### config.mk
export PLATFORM = sky130hd
export DESIGN_NAME = base64url_stream_decoder
export DESIGN_NICKNAME = d
export VERILOG_FILES = /design/src/b64d_pkg.sv /design/src/base64url_stream_decoder.sv /design/src/b64d_step.sv /design/src/b64d_result_fifo.sv
export VERILOG_INCLUDE_DIRS = /design/src /design/src/src
export SDC_FILE = /design/constraint.sdc
export NUM_CORES = 1
export LEC_CHECK = 0
export ABC_CLOCK_PERIOD_IN_PS = 4500
export BUFFER_PORTS_ARGS = -buffer_cell sky130_fd_sc_hd__buf_4
export CAP_MARGIN = 10
export CORE_ASPECT_RATIO = 1.2
export CORE_MARGIN = 2
export CORE_UTILIZATION = 51
export DETAILED_ROUTE_END_ITERATION = 8
export PLACE_DENSITY = 0.76
export SLEW_MARGIN = 30
export SYNTH_ARGS = -nofsm -noshare
export SYNTH_HDL_FRONTEND = slang
export SYNTH_SLANG_ARGS = --single-unit
### constraint.sdc
create_clock -name clk -period 4.5 [get_ports clk]
set_clock_uncertainty 0.2 [all_clocks]
set_input_delay 0.675 -clock clk [delete_from_list [all_inputs] [get_ports clk]]
set_output_delay 0.675 -clock clk [all_outputs]
set_load 0.01 [all_outputs]
### src/assert_macros.svh
// Assertion macros shared by the RTL files that carry concurrent checks
`ifndef ASSERT_MACROS_SVH
`define ASSERT_MACROS_SVH

// clocked check, off while reset is asserted
`define AST_CHK(lbl, prop, msg) \
	lbl: assert property (@(posedge clk) disable iff (!arst_n) prop) else $error(msg);

// clocked check that also holds during reset
`define AST_CHK_ALWAYS(lbl, prop, msg) \
	lbl: assert property (@(posedge clk) prop) else $error(msg);

`endif

### src/b64d_pkg.sv
// Shared types, constants and character decode for the base64url stream decoder
package b64d_pkg;

	localparam int CountW = 12;
	localparam logic [CountW-1:0] CountMax = 12'd4095;
	localparam logic [CountW-1:0] ExpLenReset = 12'd54;

	// byte address of the expected_length register
	localparam logic [2:0] AddrExpLen = 3'd0;

	localparam int FifoDepth = 4;
	localparam int FifoPtrW = 2;
	localparam int FifoCntW = 3;

	localparam logic [5:0] DigitLowerBase = 6'd26;
	localparam logic [5:0] DigitNumBase = 6'd52;
	localparam logic [5:0] DigitDash = 6'd62;
	localparam logic [5:0] DigitUscore = 6'd63;

	typedef enum logic [1:0] {
		KIND_BYTE   = 2'd0,
		KIND_ACCEPT = 2'd1,
		KIND_REJECT = 2'd2
	} kind_t;

	typedef struct packed {
		logic [5:0]        leftover_bits;
		logic [2:0]        leftover_count;
		logic [CountW-1:0] char_count;
		logic              error_seen;
	} tok_state_t;

	typedef struct packed {
		logic [7:0] data_byte;
		kind_t      kind;
		logic       run_last;
	} result_t;

	// up to two results written into the output queue in one cycle
	typedef struct packed {
		logic [1:0] num;
		result_t    r0;
		result_t    r1;
	} push_t;

	// returns {valid, digit}
	function automatic logic [6:0] decode_char(input logic [7:0] c);
		logic [6:0] res;
		res = '0;
		if (c >= 8'h41 && c <= 8'h5A) begin
			res = {1'b1, 6'(c - 8'h41)};
		end else if (c >= 8'h61 && c <= 8'h7A) begin
			res = {1'b1, 6'(c - 8'h61) + DigitLowerBase};
		end else if (c >= 8'h30 && c <= 8'h39) begin
			res = {1'b1, 6'(c - 8'h30) + DigitNumBase};
		end else if (c == 8'h2D) begin
			res = {1'b1, DigitDash};
		end else if (c == 8'h5F) begin
			res = {1'b1, DigitUscore};
		end
		return res;
	endfunction

endpackage

### src/base64url_stream_decoder.sv
// Unpadded base64url decoder: one character in, decoded bytes and end status out
//
// Input channel (in_valid/in_ready): one character per transfer, is_last on the
// final character of a token. Output channel (out_valid/out_ready): results of
// data_byte/kind/run_last; a character yields no result, a byte, an end status,
// or a byte followed by the end status. run_last marks the final result of a char.
// With an empty queue a result passes the stage 1 register and the result
// queue before it is presented on the output channel.
// Throughput: one character per cycle while the queue has room; the output
// drains one result per cycle, so the end status takes an extra output transfer
// and a four-entry result queue absorbs it. A character is taken into stage 1
// while results wait downstream. A stalled receiver fills the queue; stage 1
// holds once fewer than two free entries remain, then in_ready drops.
// expected_length is written over APB at address 0 (reset 54); the user must
// write it only while idle, which the block does not enforce. A rejected token
// may already have delivered bytes; the consumer drops them. Reset empties the
// queue and stage 1, clears the token state and restores expected_length.
`include "assert_macros.svh"

module base64url_stream_decoder (
	input  logic        clk,
	input  logic        arst_n,
	input  logic        in_valid,
	output logic        in_ready,
	input  logic [7:0]  character,
	input  logic        is_last,
	output logic        out_valid,
	input  logic        out_ready,
	output logic [7:0]  data_byte,
	output logic [1:0]  kind,
	output logic        run_last,
	input  logic        psel,
	input  logic        penable,
	input  logic        pwrite,
	input  logic [2:0]  paddr,
	input  logic [31:0] pwdata,
	output logic [31:0] prdata,
	output logic        pready
);

	logic [b64d_pkg::CountW-1:0]     exp_len_q;
	logic                            valid_s1;
	logic [7:0]                      char_s1;
	logic                            last_s1;
	logic                            fire_s1;
	logic                            room;
	b64d_pkg::tok_state_t            state_q;
	b64d_pkg::tok_state_t            state_d;
	b64d_pkg::push_t                 step_push;
	b64d_pkg::push_t                 fifo_push;
	b64d_pkg::result_t               head;
	logic [b64d_pkg::FifoCntW-1:0]   fifo_count;

	// config port
	assign pready = 1'b1;
	assign prdata = (paddr[2] == b64d_pkg::AddrExpLen[2]) ? {20'd0, exp_len_q} : 32'd0;

	always_ff @(posedge clk or negedge arst_n) begin
		if (!arst_n) begin
			exp_len_q <= b64d_pkg::ExpLenReset;
		end else if (psel && penable && pwrite && pready
			&& (paddr[2] == b64d_pkg::AddrExpLen[2])) begin
			exp_len_q <= pwdata[b64d_pkg::CountW-1:0];
		end
	end

	// stage 1 input register
	assign fire_s1 = valid_s1 && room;
	assign in_ready = !valid_s1 || fire_s1;

	always_ff @(posedge clk or negedge arst_n) begin
		if (!arst_n) begin
			valid_s1 <= 1'b0;
		end else if (in_valid && in_ready) begin
			valid_s1 <= 1'b1;
		end else if (fire_s1) begin
			valid_s1 <= 1'b0;
		end
	end

	always_ff @(posedge clk) begin
		if (in_valid && in_ready) begin
			char_s1 <= character;
			last_s1 <= is_last;
		end
	end

	b64d_step u_step (
		.state_q   (state_q),
		.exp_len   (exp_len_q),
		.character (char_s1),
		.is_last   (last_s1),
		.state_d   (state_d),
		.push      (step_push)
	);

	always_ff @(posedge clk or negedge arst_n) begin
		if (!arst_n) begin
			state_q <= '0;
		end else if (fire_s1) begin
			state_q <= state_d;
		end
	end

	always_comb begin
		fifo_push = step_push;
		if (!fire_s1) begin
			fifo_push.num = 2'd0;
		end
	end

	b64d_result_fifo u_fifo (
		.clk       (clk),
		.arst_n    (arst_n),
		.push      (fifo_push),
		.pop       (out_ready),
		.head      (head),
		.not_empty (out_valid),
		.room      (room),
		.count     (fifo_count)
	);

	assign data_byte = head.data_byte;
	assign kind = head.kind;
	assign run_last = head.run_last;

	`AST_CHK(a_fifo_bound, fifo_count <= b64d_pkg::FifoCntW'(b64d_pkg::FifoDepth), "result queue overflow")
	`AST_CHK(a_last_clears, (fire_s1 && last_s1) |=> (state_q.char_count == '0 && !state_q.error_seen), "token state not cleared after last char")
	`AST_CHK(a_status_form, (out_valid && kind != b64d_pkg::KIND_BYTE) |-> (data_byte == 8'd0 && run_last), "end status with data or without run_last")
	`AST_CHK(a_even_leftover, state_q.leftover_count[0] == 1'b0, "odd leftover bit count")

endmodule

### src/b64d_step.sv
// Per-character decode: next token state and the results one character causes
module b64d_step (
	input  b64d_pkg::tok_state_t         state_q,
	input  logic [b64d_pkg::CountW-1:0]  exp_len,
	input  logic [7:0]                   character,
	input  logic                         is_last,
	output b64d_pkg::tok_state_t         state_d,
	output b64d_pkg::push_t              push
);

	logic [6:0]                  dec;
	logic                        dig_ok;
	logic [5:0]                  digit;
	logic [b64d_pkg::CountW:0]   position;
	logic                        err;
	logic [11:0]                 acc;
	logic [3:0]                  cnt_full;
	logic [2:0]                  cnt_rem;
	logic [11:0]                 shifted;
	logic [11:0]                 mask;
	logic [11:0]                 masked;
	logic                        byte_out;
	logic                        ok;
	b64d_pkg::tok_state_t        nxt;
	b64d_pkg::result_t           byte_res;
	b64d_pkg::result_t           end_res;

	always_comb begin
		dec = b64d_pkg::decode_char(character);
		dig_ok = dec[6];
		digit = dec[5:0];
		position = {1'b0, state_q.char_count} + {{b64d_pkg::CountW{1'b0}}, 1'b1};
		err = state_q.error_seen || !dig_ok || (position > {1'b0, exp_len});

		acc = {state_q.leftover_bits, digit};
		cnt_full = {1'b0, state_q.leftover_count} + 4'd6;
		cnt_rem = 3'(cnt_full - 4'd8);
		shifted = acc >> cnt_rem;
		mask = (12'd1 << cnt_rem) - 12'd1;
		masked = acc & mask;

		nxt = state_q;
		nxt.error_seen = err;
		nxt.char_count = position[b64d_pkg::CountW] ? b64d_pkg::CountMax
			: position[b64d_pkg::CountW-1:0];
		byte_out = 1'b0;
		if (dig_ok) begin
			if (cnt_full >= 4'd8) begin
				byte_out = !err;
				nxt.leftover_bits = masked[5:0];
				nxt.leftover_count = cnt_rem;
			end else begin
				nxt.leftover_bits = acc[5:0];
				nxt.leftover_count = cnt_full[2:0];
			end
		end

		// single dangling char leaves six bits: not a legal unpadded length
		ok = !err && (position == {1'b0, exp_len}) && (nxt.leftover_count != 3'd6)
			&& (nxt.leftover_bits == 6'd0);

		byte_res.data_byte = shifted[7:0];
		byte_res.kind = b64d_pkg::KIND_BYTE;
		byte_res.run_last = !is_last;
		end_res.data_byte = 8'd0;
		end_res.kind = ok ? b64d_pkg::KIND_ACCEPT : b64d_pkg::KIND_REJECT;
		end_res.run_last = 1'b1;

		state_d = nxt;
		if (is_last) begin
			state_d = '0;
		end

		push.num = {1'b0, byte_out} + {1'b0, is_last};
		push.r0 = byte_out ? byte_res : end_res;
		push.r1 = end_res;
	end

endmodule

### src/b64d_result_fifo.sv
// Four-entry result queue, up to two writes and one read per cycle
module b64d_result_fifo (
	input  logic                            clk,
	input  logic                            arst_n,
	input  b64d_pkg::push_t                 push,
	input  logic                            pop,
	output b64d_pkg::result_t               head,
	output logic                            not_empty,
	output logic                            room,
	output logic [b64d_pkg::FifoCntW-1:0]   count
);

	b64d_pkg::result_t                mem_q [b64d_pkg::FifoDepth];
	logic [b64d_pkg::FifoPtrW-1:0]    wr_ptr_q;
	logic [b64d_pkg::FifoPtrW-1:0]    rd_ptr_q;
	logic [b64d_pkg::FifoCntW-1:0]    count_q;
	logic                             do_pop;

	assign not_empty = (count_q != '0);
	assign do_pop = pop && not_empty;
	assign head = mem_q[rd_ptr_q];
	assign count = count_q;
	assign room = (count_q <= b64d_pkg::FifoCntW'(b64d_pkg::FifoDepth - 2));

	always_ff @(posedge clk) begin
		if (push.num != 2'd0) begin
			mem_q[wr_ptr_q] <= push.r0;
		end
		if (push.num == 2'd2) begin
			mem_q[wr_ptr_q + b64d_pkg::FifoPtrW'(1)] <= push.r1;
		end
	end

	always_ff @(posedge clk or negedge arst_n) begin
		if (!arst_n) begin
			wr_ptr_q <= '0;
			rd_ptr_q <= '0;
			count_q <= '0;
		end else begin
			wr_ptr_q <= wr_ptr_q + b64d_pkg::FifoPtrW'(push.num);
			if (do_pop) begin
				rd_ptr_q <= rd_ptr_q + b64d_pkg::FifoPtrW'(1);
			end
			count_q <= count_q + b64d_pkg::FifoCntW'(push.num)
				- b64d_pkg::FifoCntW'(do_pop);
		end
	end

endmodule
# --- Word-level counts from Yosys, hierarchy flattened ---
# Memories as Yosys holds them, arrays and structs flattened.
# Cells that the tools add are included.
word_totals:
  register_bits: 51
  ramBits: 44
  input_bits: 51
  out_inout_bits: 46
  word_cells: 89
  n_memories: 1
mem_list:
  columns: ["name", "depth", "word_bits", "rd", "rd_clocked_by_memory_dff", "wr", "line", "text"]
  rows:
  - ["u_fifo.mem_q", 4, 11, 1, 0, 2, "b64d_result_fifo.sv:13", "b64d_pkg::result_t mem_q [b64d_pkg::FifoDepth];"]
op_classes:
  addsub: 15
  magnitude_cmp: 9
  n_eq_ne: 5
  shifts: 2
  n_mux: 21
  bitwise_logic: 2
  n_reduce_logical: 23
ops:
  columns: ["op", "count"]
  rows:
  - ["7-bit 2-to-1 mux", 5]
  - ["12-bit 2-to-1 mux", 2]
  - ["22-bit 2-to-1 mux", 1]
  - ["9-bit 2-to-1 mux", 2]
  - ["8-bit by 7-bit greater-or-equal comparator with 1-bit output (second input constant)", 2]
  - ["8-bit by 7-bit less-or-equal comparator with 1-bit output (second input constant)", 2]
  - ["12-bit by 1-bit adder with 13-bit output (second input constant)", 1]
  - ["13-bit by 12-bit == test with 1-bit output", 1]
  - ["13-bit by 12-bit greater-than comparator with 1-bit output", 1]
  - ["1-bit logical AND", 12]
  - ["12-bit by 3-bit right shift with 8-bit output", 1]
  - ["6-bit by 1-bit subtractor with 6-bit output (second input constant)", 2]
  - ["6-bit subtractor (second input constant)", 2]
  - ["11-bit 2-to-1 mux", 1]
  - ["8-bit by 6-bit == test with 1-bit output (second input constant)", 1]
  - ["8-bit by 7-bit == test with 1-bit output (second input constant)", 1]
  - ["8-bit by 6-bit greater-or-equal comparator with 1-bit output (second input constant)", 1]
  - ["8-bit by 6-bit less-or-equal comparator with 1-bit output (second input constant)", 1]
  - ["1-bit 2-to-1 mux", 8]
  - ["6-bit by 5-bit adder with 6-bit output (second input constant)", 1]
  - ["6-bit adder (second input constant)", 1]
  - ["6-bit bitwise AND", 1]
  - ["6-bit zero test", 1]
  - ["1-bit by 3-bit << shifter with 6-bit output (first input constant)", 1]
  - ["other kinds (17)", 25]

# --- Depth between registers and ports, before layout ---
# Gate-level depths: netlist of the first run.
depth:
  depth_word: 17
  ltp_mapped: 19
  mapped_depth_nobuf: 18

# --- Hierarchy ---
# Synthesis of the first run repeated with hierarchy kept, for this count alone.
unflattened:
  cells_unflattened: 591
  hier_area_um2: 6662.6
modules_own_cells:
  columns: ["mod", "instances", "cells_each", "area_each_um2", "seq_area_each_um2"]
  rows:
  - ["b64d_result_fifo", 1, 146, 2565.0, 1496.4]
  - ["b64d_step", 1, 321, 2184.6, 0.0]
  - ["base64url_stream_decoder", 1, 124, 1913.1, 1151.1]

# --- Least setup slack after synthesis of the first run ---
# No wires, ideal clock.
synth_timing:
  kind: "register to register"
  startpoint: "register state_q[4] (netlist name)"
  endpoint: "memory u_fifo.mem_q[2][1] (netlist bit), enable pin"
  setup_time_ps: 261
  t_arrival_ps: 3972
  required_time_ps: 4039
  path_slack_ps: 67
  stages_incl_launch_ff: 19
  path_buffers: 2
  synth_period_minus_slack_ps: 4433
  path_cell_list: "dfrtp_1 clkbuf_1 nand3_1 nor3_1 nand3_1 xnor2_1 ha_1 nand2_1 o21a_1 a21o_1 a31oi_1 nor3_4 ha_1 nor2_1 nor2_1 a21oi_1 nand2b_1 clkbuf_1 inv_1"
synth_lines:
  columns: ["element", "line"]
  rows:
  - ["end, declared", "b64d_result_fifo.sv:13"]

==> results_dict.tcl, run 1 <==
set metrics [dict create \
    outcome "completed" \
    grt_use_total_pct 21.3 \
    dr.pass1.iters 7 \
    cts.htree.levels 3 \
    remaining_drc_errors 0 \
    post_cts_buffers 0 \
    port_buffers 53 \
    critPathKind "flip-flop to flip-flop" \
    r2r_slack_ns 0.31 \
    ys_async_sr_fraction_pct 43.6 \
    dr_total_vias 4383 \
    setup_ws_ns 0.308 \
    hold_violations 0 \
    hold_class "primary input to asynchronous set/reset pin" \
    cellPowerDensity_nw_per_um2 571 \
    netlist.area_leader.share_pct 16.6 \
    synth.avg_cell_area_um2 9.75 \
    wl_per_cell_um 16.2 \
    worst_ep_required_time_ns 4.59 \
    clk_pin_slew_ns 0.06 \
    place_hpwl_um 8990 \
    die_h_um 118 \
    drv_slew 0 \
    insertedDiodeCount 0 \
    worst-slew-pin-transition_ns 0.846 \
    grt_pass1_wl_um 20400 \
    synthCells 571 \
    pre_cts_ws_ns 0.279 \
    peakVddDrop_uv 303 \
    grt_pass1_vias 4295 \
    cp_max_fo 7 \
    period_share_pct 93.2 \
    setup_viol 0 \
    yosysSeqAreaShare_pct 40.6 \
    cts_buffers 9 \
    fmax_mhz 239 \
    cts_sinks 94 \
    fin_crit_ns 4.19 \
    slew_headroom_pct 43.4 \
    leakage_nw 2.78 \
    drive_above_1_share_pct 20.9 \
    fp.coreArea_um2 10600 \
    clock_latency_ns 0.35 \
    ys_top_cells_by_count "nand2_1, dfrtp_1, dfxtp_1, inv_1, o21ai_0" \
    cts_root_buf "clkbuf_16" \
    r2r_start "state_q[4]" \
    cp-start-kind "flip-flop" \
    power_mw 3.63 \
    cts_hold_buf 0 \
    place_area_um2 6050 \
    design_area_um2 6350 \
    synth-edff-count 17 \
    synth.area.top_cells "dfrtp_1, dfxtp_1, edfxtp_1" \
    worstSetupEndpointType "flip-flop" \
    drt_iter0_markers 238 \
    antenna_found_initial 0 \
    final_core_util_pct 60.1 \
    hold_slack_ns 0.107 \
    yosysMostFrequentCell "nand2_1" \
    max_cap_viol_count 0 \
    postRouteAntennaNets 0 \
    syn_area_um2 5570 \
    cts-resized-gates 0 \
    rows 41 \
    pin_count 97 \
    dieArea_um2 11800 \
    ys_seq_elements 94 \
    cts.path.max_buffers 2 \
    synth_ff_type "dfrtp_1" \
    area_delta_synth_final_pct 14.2 \
    start_util_pct 52.7 \
    ys_types 69 \
    nets 705 \
    r2r_cells 17 \
    cts_tree "built" \
    via_per_inst 5.79 \
    routed_wl_um 12300 \
    timing.rr.end "u_fifo.mem_q[0][5]" \
    ys_warn_count 0 \
    die_w_um 99.4 \
    gp_congestion 0.931 \
    yosys.area.top_type "dfrtp_1" \
    worstPathArrival_ns 4.28 \
    grt_max_degree 42 \
    grt_overflow_total 0 \
]
placed cells by master (no fill, tap or decap), types with 20 or more instances in the layout:
cell type,n
nor2_1,30
dfxtp_1,36
buf_4,68
o21ai_0,31
a22o_1,20
a21oi_1,23
inv_1,33
ha_1,30
dfrtp_1,37
nand2_1,52
conb_1,21
cells by family after synthesis:
logic type      after synthesis  share of synthesized area, %
simple gates                177                          16.9
compound gates              139                          17.1
flops                        94                          40.6
buf+inv                      80                          6.88
fa+ha+maj                    31                          7.10
mux                          29                          8.25
xor+xnor                     19                          2.99
other cells                   2                         0.135
final cells by class:
class,instances,area (µm²)
inverters,34,128
fillers,902,4210
repair buffers,68,510
well taps,129,161
clock buffers,13,260
clock inverters,3,18.8
multi-input cells,416,3010
flip-flops and latches,94,2260
per-layer routing:
metal / global-route usage, % / vias to the layer above / routed length, µm
li1: - / 2125 / -
met1: 26.7 / 2137 / 5200
met2: 37.2 / 104 / 6430
met3: 2.54 / 17 / 414
met4: 8.39 / 0 / 217
met5: 0 / - / 0
stage by stage:
stage	std cells	TNS, ns
2_1_floorplan	590	0
3_3_place_gp	741	0
3_5_place_dp	741	0
4_1_cts	757	0
5_1_grt	757	-0.0318
6_report	757	0
power by group:
| part | leakage, nW | total [mW] | internal, mW | switching, mW |
|---|---|---|---|---|
| Combinational | 1.69 | 1.56 | 0.689 | 0.868 |
| Clock | 0.138 | 0.727 | 0.405 | 0.323 |
| Sequential | 0.957 | 1.34 | 1.09 | 0.253 |
worst max-delay path by stage:
stage	endpoint	from	cells past startpoint	slack, ns
2_1_floorplan	u_fifo.mem_q[2][1]	state_q[4]	18	0.07
6_report	u_fifo.mem_q[0][5]	state_q[4]	17	0.31
3_5_place_dp	u_fifo.mem_q[2][0]	state_q[4]	17	0.28
3_3_place_gp	u_fifo.mem_q[0][1]	state_q[1]	16	0.34
4_1_cts	u_fifo.mem_q[2][0]	state_q[4]	17	0.23
5_1_grt	u_fifo.mem_q[0][1]	state_q[4]	16	-0.02
state kept, by name (all words and copies together), names as in the netlist:
register,count
u_fifo.mem_q,44
char_s1,8
last_s1,1
u_fifo.count,3
u_fifo.wr_ptr_q,2
valid_s1,1
exp_len_q,12
state_q,21
u_fifo.rd_ptr_q,2
critical path, cell delays in order (launching register included):
cell     delay (ns)
dfrtp_1        0.46
and3_1         0.23
and3_1         0.24
and3_1         0.21
xnor2_1        0.15
ha_1           0.30
nand2_1        0.05
o21a_1         0.19
a21o_1         0.17
a31oi_2        0.27
nor3_4         0.08
ha_1           0.37
nor2_1         0.11
nor2_1         0.15
buf_4          0.15
nand2_1        0.11
nor4_2         0.47
a22o_1         0.21
Power figures use the tool's default switching activity.
==> inputs of run 2 (changes only) <==
Settings changed: ABC_AREA set to 1, ABC_CLOCK_PERIOD_IN_PS 4500 to not set, CORE_UTILIZATION 51 to 53, SYNTH_HIERARCHICAL set to 1.
==> results_dict.tcl, run 2 <==
set metrics [dict create \
    grt_max_degree 43 \
    cts_sinks 95 \
    synth-edff-count 53 \
    yosys.area.top_type "edfxtp_1" \
    cp_num_buf_inv 6 \
    stdcell_count 1176 \
    port_buffers 53 \
    r2r_start "state_q[1]" \
    period_share_pct 93.8 \
    switching_share_pct 43.9 \
    cp-endpoint "u_fifo/count[2]" \
    top_layer "met4" \
    dr_total_vias 6098 \
    grt_pass1_wl_um 25200 \
    ys_async_sr_fraction_pct 44.2 \
    ys_seq_elements 95 \
    cp-startpoint "state_q[1]" \
    routed-wl-met3_um 797 \
    dr.pass1.iters 5 \
    outcome "completed" \
    cts_buffers 9 \
    drt-met1-wl_um 6370 \
    grt_overflow_total 0 \
    place_hpwl_um 10900 \
    fp.coreArea_um2 12700 \
    ys_top_cells_by_count "nand2_1, nand3_1, inv_1, nor2_1, edfxtp_1" \
    wl_per_cell_um 12.9 \
    via_per_inst 5.19 \
    nets 1091 \
    yosysMostFrequentCell "nand2_1" \
    dieArea_um2 14100 \
    largest_reg_flops 44 \
    syn_area_um2 6970 \
    clock_latency_ns 0.35 \
    dp.cells 1160 \
    leakage_nw 3.91 \
    cts_tree "built" \
    drive_above_1_share_pct 13.6 \
    worstPathArrival_ns 4.31 \
    clk_pin_slew_ns 0.08 \
    routed_wl_um 15200 \
    worst_ep_required_time_ns 4.59 \
    r2r_slack_ns 0.28 \
    worstSetupEndpointType "flip-flop" \
    final_core_util_pct 60.3 \
    cp_max_fo 6 \
    fin_crit_ns 4.22 \
    cpMostUsedCell "inv_1" \
    power_frac_comb_pct 46.2 \
    reg_top3 "u_fifo/mem_q (44), state_q (22), exp_len_q (12)" \
    postRouteAntennaNets 0 \
    start_util_pct 54.7 \
    gp_congestion 0.864 \
    top_register "u_fifo/mem_q" \
    die_w_um 109 \
    synth.area.top_cells "edfxtp_1, nand2_1, dfrtp_1" \
    area_delta_synth_final_pct 10.1 \
    netlist.area_leader.share_pct 22.8 \
    cp_top_family "simple AND/OR/NAND/NOR gates" \
    dr_wl_met2_um 7730 \
    cp-start-kind "flip-flop" \
    drt_iter0_markers 422 \
    ys_types 48 \
    cellPowerDensity_nw_per_um2 488 \
    max_cap_viol_count 0 \
    synth_ff_type "edfxtp_1" \
    cts_hold_buf 0 \
    seqPwrFrac_pct 34.0 \
    internal_power_mw 2.10 \
    fill_cells 1159 \
    slew_headroom_pct 36.2 \
    r2r_cells 24 \
    worst-slew-pin-transition_ns 0.954 \
    insertedDiodeCount 0 \
    hold_class "primary input to asynchronous set/reset pin" \
    die_h_um 130 \
    design_area_um2 7670 \
    worst-path-stages 24 \
    slowest_delay_ns 0.44 \
    crit_chain "nand3_1 -> nor2_1 -> inv_1 -> nor3_2 -> nand2_1 -> xnor2_1 -> ha_1 -> nand2_1 -> nor2_1 -> nand2_1 -> nor3_1 -> inv_1 -> a21oi_4 -> nand2_2 -> inv_2 -> ha_1 -> inv_1 -> nor2_1 -> inv_1 -> ha_1 -> inv_1 -> fa_1 -> nand3b_1 -> nand2_1" \
    hold_violations 0 \
    place_area_um2 7370 \
    clkPwrFrac_pct 19.7 \
    setup_tns_ns 0 \
    critPathKind "flip-flop to flip-flop" \
    ys_warn_count 6 \
    final_cell_mix "nand2_1, nand3_1, inv_1" \
    cpMaxStageDelayCell "dfrtp_2" \
    cts_root_buf "clkbuf_16" \
    remaining_drc_errors 0 \
    grt_pass1_vias 5506 \
    mostFrequentLayoutCell "nand2_1" \
    cts.htree.levels 3 \
    rows 45 \
    fmax_mhz 237 \
    power.switching_mw 1.64 \
    antenna_found_initial 0 \
    pin_count 97 \
    synthCells 968 \
    hold_slack_ns 0.123 \
    timing.rr.end "u_fifo/count[2]" \
    cts.path.max_buffers 2 \
    yosysSeqAreaShare_pct 38.0 \
    peakVddDrop_uv 368 \
    drv_slew 0 \
    synth.avg_cell_area_um2 7.20 \
    setup_viol 0 \
    grt_use_total_pct 22.5 \
]
-- run 2: cell types whose count changed after synthesis, moves of 13 or more --
cell / previous run / this run
nand3_1: 18 / 104
o21ai_0: 31 / 44
mux2_2: 15 / 0
edfxtp_1: 17 / 53
nor2_1: 30 / 91
dfxtp_1: 36 / 0
buf_2: 3 / 20
a22o_1: 20 / 0
nand2_1: 53 / 315
inv_1: 33 / 99
-- run 2: logic make-up (layout without fill, tap and decap cells) --
family | after synthesis | after routing | synth area share, %
AO/OA/AOI/OAI | 93 | 93 | 7.69
XOR/XNOR | 11 | 11 | 1.49
adder cells (fa/ha/maj) | 33 | 33 | 6.04
buffers and inverters | 177 | 195 | 12.3
flip-flops | 95 | 95 | 38.0
multiplexers | 1 | 1 | 0.144
other | 4 | 30 | 0.215
AND/OR/NAND/NOR | 554 | 554 | 34.2
-- run 2: worst min-delay path by stage --
| stage | end | start | cells past startpoint | slack (ns) |
|---|---|---|---|---|
| 6_report | u_fifo/wr_ptr_q[0] | arst_n | 1 | 0.12 |
| 5_1_grt | u_fifo/count[2] | arst_n | 1 | 0.16 |
| 4_1_cts | u_fifo/wr_ptr_q[1] | arst_n | 1 | 0.14 |
| 3_5_place_dp | u_fifo/rd_ptr_q[1] | u_fifo/rd_ptr_q[1] | 2 | 0.26 |
| 3_3_place_gp | state_q[0] | state_q[0] | 2 | 0.25 |
| 2_1_floorplan | exp_len_q[0] | arst_n | 0 | 0.18 |
-- run 2: stage by stage --
stage          total power [mW]  worst slack, ns
3_5_place_dp               3.01            0.221
4_1_cts                    3.76            0.155
3_3_place_gp               2.96            0.266
5_1_grt                    4.07          -0.0111
2_1_floorplan              2.54            0.261
6_report                   3.74            0.277
-- run 2: what timing repair did --
action	in CTS	in global routing
gates resized for setup	0	3
endpoints found under the setup margin	0	70
setup buffers	0	0
-- run 2: area by class of cell --
cell class	count	area [µm²]	area share [%]
well taps	164	205	2.67
flip-flops and latches	95	2650	34.5
clock inverters	7	61.3	0.799
clock buffers	9	225	2.94
inverters	108	405	5.28
multi-input cells	722	3580	46.7
repair buffers	71	546	7.11
-- run 2: power by group through the flow --
stage	clock (mW)	combinational, mW	sequential, mW
2_1_floorplan	0	1.33	1.22
3_3_place_gp	0	1.68	1.28
3_5_place_dp	0	1.73	1.29
4_1_cts	0.756	1.73	1.27
5_1_grt	0.799	1.97	1.30
6_report	0.739	1.73	1.27
-- run 2: layer usage --
metal	global-route usage, %	vias up
met1	27.6	2781
met4	8.82	0
met2	39.4	176
met5	0	-
li1	-	3113
met3	3.57	28
-- run 2: worst register-to-register path, delay by kind of cell, from the launching register on --
family	cells	cell delay [ns]
adder cells (fa/ha/maj)	4	1.12
buffers and inverters	6	0.48
XOR/XNOR	1	0.17
AND/OR/NAND/NOR	12	1.52
AO/OA/AOI/OAI	1	0.24
flip-flops	1	0.44
